[src/rtl/dent_pkg.sv]
//------------------------------------------------------------------------------
// dent_pkg
// shared constants, state types and the distance unit result bundle
//------------------------------------------------------------------------------
`default_nettype none

package dent_pkg;

    localparam int MaxCitiesDef  = 64;
    localparam int CoordWidthDef = 24;
    localparam int DistW         = 21;
    localparam int LenW          = 27;
    localparam int CityIdxW      = 6;

    typedef enum logic [3:0] {
        ST_IDLE,
        ST_LOAD_RD,
        ST_LOAD_GO,
        ST_LOAD_WAIT,
        ST_START,
        ST_SCAN,
        ST_DRAIN,
        ST_ADD,
        ST_CLOSE_RD,
        ST_JUDGE,
        ST_COPY_RD,
        ST_COPY_WR,
        ST_NEXT,
        ST_OUT_RD,
        ST_OUT_LD,
        ST_OUT_WAIT
    } dent_state_t;

    typedef enum logic [1:0] {
        DU_IDLE,
        DU_SQX,
        DU_SQY,
        DU_ROOT
    } dent_du_state_t;

    typedef struct packed {
        logic             done;
        logic [DistW-1:0] dist_val;
    } dent_du_res_t;

endpackage

`default_nettype wire

[src/rtl/dent_dist_unit.sv]
//------------------------------------------------------------------------------
// dent_dist_unit
// rounded euclidean distance over 16: one shared squarer, then a bit-pair square root
//------------------------------------------------------------------------------
`default_nettype none

module dent_dist_unit #(
    parameter int COORD_WIDTH = dent_pkg::CoordWidthDef
) (
    input  wire logic                          clk,
    input  wire logic                          rst_n,
    input  wire logic                          start,
    input  wire logic signed [COORD_WIDTH:0]   dx,
    input  wire logic signed [COORD_WIDTH:0]   dy,
    output dent_pkg::dent_du_res_t             res
);

    localparam int CW  = COORD_WIDTH;
    localparam int SW  = (2 * CW + 2 > 28) ? 2 * CW + 2 : 28;
    localparam int NIT = SW / 2;
    localparam int ItW = $clog2(NIT + 1);
    localparam int DW  = dent_pkg::DistW;

    dent_pkg::dent_du_state_t state_reg, state_next;
    logic [CW-1:0]  ax_reg, ay_reg;
    logic [SW-1:0]  n_reg, r_reg, b_reg;
    logic [ItW-1:0] it_reg;
    logic           done_reg, done_next;

    logic [CW:0]    negx, negy;
    logic [CW-1:0]  ax, ay, op;
    logic [2*CW-1:0] prod;
    logic [SW-1:0]  trial, rnd, q;
    logic           ge, it_last;

    assign negx = -dx;
    assign negy = -dy;
    assign ax   = dx[CW] ? negx[CW-1:0] : dx[CW-1:0];
    assign ay   = dy[CW] ? negy[CW-1:0] : dy[CW-1:0];
    assign op   = (state_reg == dent_pkg::DU_SQX) ? ax_reg : ay_reg;
    assign prod = (2*CW)'(op) * (2*CW)'(op);

    assign trial   = r_reg + b_reg;
    assign ge      = n_reg >= trial;
    assign it_last = it_reg == ItW'(NIT - 1);

    // round half up then saturate
    assign rnd = r_reg + SW'(8);
    assign q   = rnd >> 4;
    assign res.done = done_reg;
    assign res.dist_val = (|q[SW-1:DW]) ? {DW{1'b1}} : q[DW-1:0];

    always_comb
    begin
        state_next = state_reg;
        unique case (state_reg)
            dent_pkg::DU_IDLE: if (start) state_next = dent_pkg::DU_SQX;
            dent_pkg::DU_SQX:  state_next = dent_pkg::DU_SQY;
            dent_pkg::DU_SQY:  state_next = dent_pkg::DU_ROOT;
            dent_pkg::DU_ROOT: if (it_last) state_next = dent_pkg::DU_IDLE;
            default:           state_next = dent_pkg::DU_IDLE;
        endcase
    end

    always_comb
    begin
        done_next = (state_reg == dent_pkg::DU_ROOT) && it_last;
    end

    always_ff @(posedge clk or negedge rst_n)
    begin
        if (!rst_n)
        begin
            state_reg <= dent_pkg::DU_IDLE;
            done_reg  <= 1'b0;
        end
        else
        begin
            state_reg <= state_next;
            done_reg  <= done_next;
        end
    end

    always_ff @(posedge clk)
    begin
        case (state_reg)
            dent_pkg::DU_IDLE:
            begin
                if (start)
                begin
                    ax_reg <= ax;
                    ay_reg <= ay;
                end
            end
            dent_pkg::DU_SQX:
            begin
                n_reg <= SW'(prod);
            end
            dent_pkg::DU_SQY:
            begin
                n_reg  <= n_reg + SW'(prod);
                r_reg  <= '0;
                b_reg  <= SW'(1) << (SW - 2);
                it_reg <= '0;
            end
            default:
            begin
                if (ge)
                begin
                    n_reg <= n_reg - trial;
                    r_reg <= (r_reg >> 1) + b_reg;
                end
                else
                begin
                    r_reg <= r_reg >> 1;
                end
                b_reg  <= b_reg >> 2;
                it_reg <= it_reg + ItW'(1);
            end
        endcase
    end

endmodule

`default_nettype wire

[config.mk]
export PLATFORM = sky130hd
export DESIGN_NAME = dent_dist_unit
export DESIGN_NICKNAME = d
export VERILOG_FILES = /design/src/rtl/dent_pkg.sv /design/src/rtl/dent_dist_unit.sv
export SDC_FILE = /design/constraint.sdc
export NUM_CORES = 2
export LEC_CHECK = 0
export BUFFER_PORTS_ARGS = -buffer_cell sky130_fd_sc_hd__buf_2
export CORE_MARGIN = 1
export CORE_UTILIZATION = 40
export CTS_CLUSTER_DIAMETER = 40
export CTS_CLUSTER_SIZE = 16
export DETAILED_ROUTE_END_ITERATION = 12
export SLEW_MARGIN = 10
export SYNTH_ARGS = -nofsm -noshare
export SYNTH_HDL_FRONTEND = slang
export SYNTH_SLANG_ARGS = --single-unit
[constraint.sdc]
create_clock -name clk -period 12.07 [get_ports clk]
set_input_delay 1.207 -clock clk [delete_from_list [all_inputs] [get_ports clk]]
set_output_delay 1.207 -clock clk [all_outputs]
set_load 0.05 [all_outputs]
After elaboration in Yosys (flattened, before gate mapping)
Cells that the tools add are included.
- input bits: 53
- logic and storage cells: 46
- bits in registers: 206
- output and inout bits: 22
- multipliers: 1
- magnitude comparators: 1
- bitwise operators: 1
- muxes and demuxes: 13
- add/sub/neg operators: 8
- equality and inequality tests: 6
- reductions and logical operators: 8
- operators by type and width (kind ; number):
    $pmux 50 s2 ; 2
    $pmux 50 s3 ; 1
    $mux 50 ; 2
    $mux 24 ; 3
    $add 49x50->50 ; 1
    $add 50x4->50 const B ; 1
    $add 50x48->50 ; 1
    $add 50x50->50 ; 1
    $ge 50x50->1 ; 1
    $sub 50x50->50 ; 1
    $mul 24x24->48 ; 1
    $neg 24->24 ; 2
    $reduce_or 25->1 ; 1
    $mux 21 ; 1
    $pmux 5 s2 ; 1
    $pmux 2 s4 ; 1
    $reduce_and 2->1 ; 3
    $add 5x1->5 const B ; 1
    $eq 5x5->1 const B ; 1
    $eq 2x2->1 const B ; 2
    $mux 2 ; 2
    $ne 2x2->1 const B ; 2
    $reduce_bool 3->1 ; 1
    $eq 2x1->1 const B ; 1
    other kinds (4) ; 4

Longest topological paths before layout
- depth in word-level cells: 5
- mapped depth: 44
- gate-level depth less buffers: 41

Least setup slack after synthesis
No wires, ideal clock.
- path kind: reg-to-reg
- start: reg state_reg[1]
- end: reg n_reg[41] (data pin)
- arrival: 9918 ps
- setup slack: 1891 ps
- path buffers: 4
- library setup time: 261 ps
- stages on the path, launching flop included: 42
- clock period less this slack: 10179 ps
- required time: 11809 ps
- cells stage by stage: dfrtp_1 > inv_1 > ha_1 > clkbuf_1 > buf_1 > clkbuf_1 > mux2_2 > clkinv_1 > nor2_1 > fa_1 > fa_1 > inv_1 > fa_1 > inv_1 > fa_1 > inv_1 > fa_1 > inv_1 > [... 6 more ...] > and3_1 > a31oi_1 > a21oi_1 > a221o_1 > a21o_1 > a21oi_1 > xnor2_1 > ha_1 > clkbuf_1 > and2_1 > and3_1 > nor4b_1 > a311oi_1 > a21boi_1 > or2_1 > a21oi_1 > xnor2_1 > a221o_1
- cells in the longest elaborated chain, start to end: 5
- elaborated cells between the ends (all ways): 7
- those cells by class: add/sub (1); mul (1); eq/ne (2); mux (2); reduce/logical (1)
- RTL lines (element ; RTL line ; source):
    from (decl) ; dent_dist_unit.sv:24 ; dent_pkg::dent_du_state_t state_reg, state_next;
    from (signal assigned) ; dent_dist_unit.sv:74 ; state_reg <= dent_pkg::DU_IDLE;
    from (signal assigned) ; dent_dist_unit.sv:79 ; state_reg <= state_next;
    $eq 2x1->1 ; dent_dist_unit.sv:40, dent_dist_unit.sv:86 ;
    $mux 24 ; dent_dist_unit.sv:40 ; assign op = (state_reg == dent_pkg::DU_SQX) ? ax_reg : ay_reg;
    $mul 24x24->48 ; dent_dist_unit.sv:41 ; assign prod = (2*CW)'(op) * (2*CW)'(op);
    $add 50x48->50 ; dent_dist_unit.sv:101 ; n_reg <= n_reg + SW'(prod);
    $pmux 50 s3 * ; dent_dist_unit.sv:86 ; case (state_reg)
    to (signal assigned) ; dent_dist_unit.sv:97 ; n_reg <= SW'(prod);
    to (signal assigned) ; dent_dist_unit.sv:101 ;
    to (signal assigned) ; dent_dist_unit.sv:110 ; n_reg <= n_reg - trial;
    to (decl) ; dent_dist_unit.sv:26 ; logic [SW-1:0] n_reg, r_reg, b_reg;
Mark *: on every way between the ends. The rest lies on a longest branch, timed or not.
A chain may end at the register's enable or synchronous reset.

Final worst setup path
Same ends and word-level chain as after synthesis.

==> summary.md <==
| Metric | Value |
|---|---|
| Period minus WS final | 11.35 ns |
| Yosys top cell area share | 0.246 |
| Arr. time, crit path | 11.63 ns |
| Unrepaired setup endpoints after global routing | false |
| Antenna diode count | 0 |
| Synth warnings | 0 |
| Rel. slew slack | 0.270 |
| Vias per cell | 5.40 |
| Critical-path top delay cell | a2111oi_0 |
| CTS clk-pin slew, worst paths | 0.09 ns |
| Total Wirelength | 95800 µm |
| # clock sinks | roughly 180 |
| Synth Area in Adders | 0.364 |
| Worst-Skew Late Latency | 0.52 ns |
| Min-Delay Path Class | primary input to async pin |
| Post-Synth Simple-Gate Area | 0.147 |
| Synth area leaders | fa_1 25%, edfxtp_1 15%, ha_1 12% |
| Post-synth EDFFs | ~180 |
| Post-synth net total | about 4800 |
| Crit path launch type | register |
| Placed instance area | between 0.03 and 0.04 mm² |
| Worst Skew | 0.0295 ns |
| Commonest cells in the netlist | 657 x inv_1, 424 x fa_1, 411 x nand2_1 |
| Final Hold Violating Endpoints | 0 |
| Met2 WL post-DR | 43700 µm |
| Outcome | finished clean |
| Cell with the most instances after synthesis | inv_1 |
| Data required, critical path | 12.35 ns |
| Critical path endpoint category | register |
| Vias | 27500 |
| Fmax | 88.1 MHz |
| Overall routing resource usage | 0.226 |
| WL/cell | 18.8 µm |
| GRT overflow | 0 |
| Global-route wire length before repair | ~150000 µm |
| Routed Antenna Nets | 0 |
| Top_reg_cell synth | edfxtp_1 |
| FF+latch count, synth | 181 |
| PostCTS Resize Cnt | 0 |
| Endpoints failing setup | 0 |
| Post-synthesis mux area share | 0.0143 |
| Synthesis-to-layout area growth | 5.83% |
| Hold buffer count at cts | 0 |
| Core area | 0.0854 mm² |
| Die outline width | 296 µm |
| Final #Nets | 4748 |
| Synth Area in XOR/XNOR | 0.0728 |
| Crit path kind | register to register |
| GPL Wtd Cong | 0.932 |
| Num ports | 75 |
| Drc violations | 0 |
| Post-route cell area | ~0.037 mm² |
| TNS Setup | 0 ns |
| CTS Buf Count | 17 |
| Root Buffer | clkbuf_16 |
| Largest family of logic cells by synthesized area | adder cells |
| Met3 WL | 5640 µm |
| Synth Cell Area | 0.0345 mm² |
| Ys async rst share | 0.0166 |
| Area leader, netlist | fa_1 |
| Crit Path Max Fanout | 27 |
| Max-Cap Viols | 0 |
| Mean Syn Cell Area | approximately 8.7 µm² |
| Initial Util | 0.404 |
| Die area | about 0.088 mm² |
| Cells after Synth | 3989 |
| Register area share after synthesis | 0.157 |
| Initial antenna violation count | 0 |
| CP peak stage delay | approximately 0.60 ns |
| Synth Area in Compound Gates | 0.152 |
| Period utilisation layout | 0.940 |
| CTS max path bufs | 2 |
| I/O Buffers | 74 |
| Die Y-Extent | approximately 300 µm |
| Final Max Tran Viols | 0 |
| Vias in the first global route | between 20000 and 30000 |
| Max layer used | met4 |
| Fraction of layout cells with a size suffix above 1 | 0.0536 |
| DRT met1 WL | 43900 µm |
| Slew @ Worst Pin | roughly 1.1 ns |
| Clock tree from TritonCTS | done |
| Pin count of the biggest net entering global routing | 81 |
| Site row count | 107 |
| Buffers inserted by post-CTS timing repair | 0 |
| Detailed Route Iter0 Violations | 1765 |
| H-tree depth | 4 |
| 1st-pass router iterations | 5 |
| Distinct cells, synth | a little under 90 |
| Final HPWL DP | 77600 µm |
[cell usage in the layout (no fill, tap or decap), drive strengths merged, types with 29 or more instances in the layout]
cell,Yosys,routed
a211oi,38,38
a21o,79,79
a21oi,214,214
a221oi,30,30
a31oi,62,62
and3,34,34
buf,35,106
edfxtp,178,178
fa,424,424
ha,328,328
inv,658,664
nand2,411,411
nand3,66,66
nand4,49,49
nor2,291,291
nor2b,60,60
nor3,45,45
o21ai,152,152
o31ai,29,29
xnor2,171,171
xor2,116,116
[per-stage QoR]
step / hold slack [ns] / worst slack [ns] / util / instances
after floorplan: 0.557 / 1.89 / - / 3989
after global placement: 0.604 / 0.906 / 0.421 / 5068
after detailed placement: 0.608 / 0.809 / 0.421 / 5068
after CTS: 0.467 / 0.757 / 0.428 / 5100
after global routing: 0.485 / 0.107 / 0.428 / 5100
final: 0.497 / 0.723 / 0.428 / 5100
[layout make-up]
class                      instances  area [µm²]
multi-input combinational       2976       26000
clock inverter                    14         186
clock buffer                      18         429
tap                             1144        1430
timing repair buffer             106         611
sequential                       181        5420
fill                            8680       48900
inverter                         661        2480
[critical path: cells and delay by family, from the launching register on]
kind            cells  cell delay, ns
mux                 1            0.58
flops               1            0.42
compound gates      9            2.76
fa+ha+maj          10            4.86
simple gates        6            1.25
xor+xnor            2            0.29
buf+inv             8            0.93
[metal layers]
metal	GRT usage	vias up
li1	-	13300
met1	0.313	13300
met2	0.365	803
met3	0.0286	125
met4	0.0720	0
met5	0	-
[final timing paths]
| check | endpoint | start | slack, ns | cells after the start |
|---|---|---|---|---|
| max in group asynchronous | state_reg[0]$_DFFE_PN0P_ | rst_n | 11.43 | 1 |
| hold reg to reg | b_reg[40]$_SDFFCE_PP0N_ | b_reg[42]$_SDFFCE_PP0N_ | 0.62 | 1 |
| min in group clk | b_reg[40]$_SDFFCE_PP0N_ | b_reg[42]$_SDFFCE_PP0N_ | 0.62 | 1 |
| setup reg to reg | n_reg[41]$_DFFE_PP_ | state_reg[1]$_DFFE_PN0P_ | 0.72 | 36 |
| setup / recovery | n_reg[41]$_DFFE_PP_ | state_reg[1]$_DFFE_PN0P_ | 0.72 | 36 |
| hold / removal | done_reg$_DFF_PN0_ | rst_n | 0.50 | 1 |
[logic make-up (layout without fill, tap and decap cells)]
kind of cell | count (synthesis) | in the layout
flip-flops | 181 | 181
multiplexers | 46 | 46
XOR/XNOR | 287 | 287
AO/OA/AOI/OAI | 800 | 800
buffers and inverters | 832 | 799
adder cells (fa/ha/maj) | 752 | 752
AND/OR/NAND/NOR | 1091 | 1091
Power is left out: the tool's default activity adds up to more than one toggle a clock period on the data nets, which glitch-free logic cannot reach.
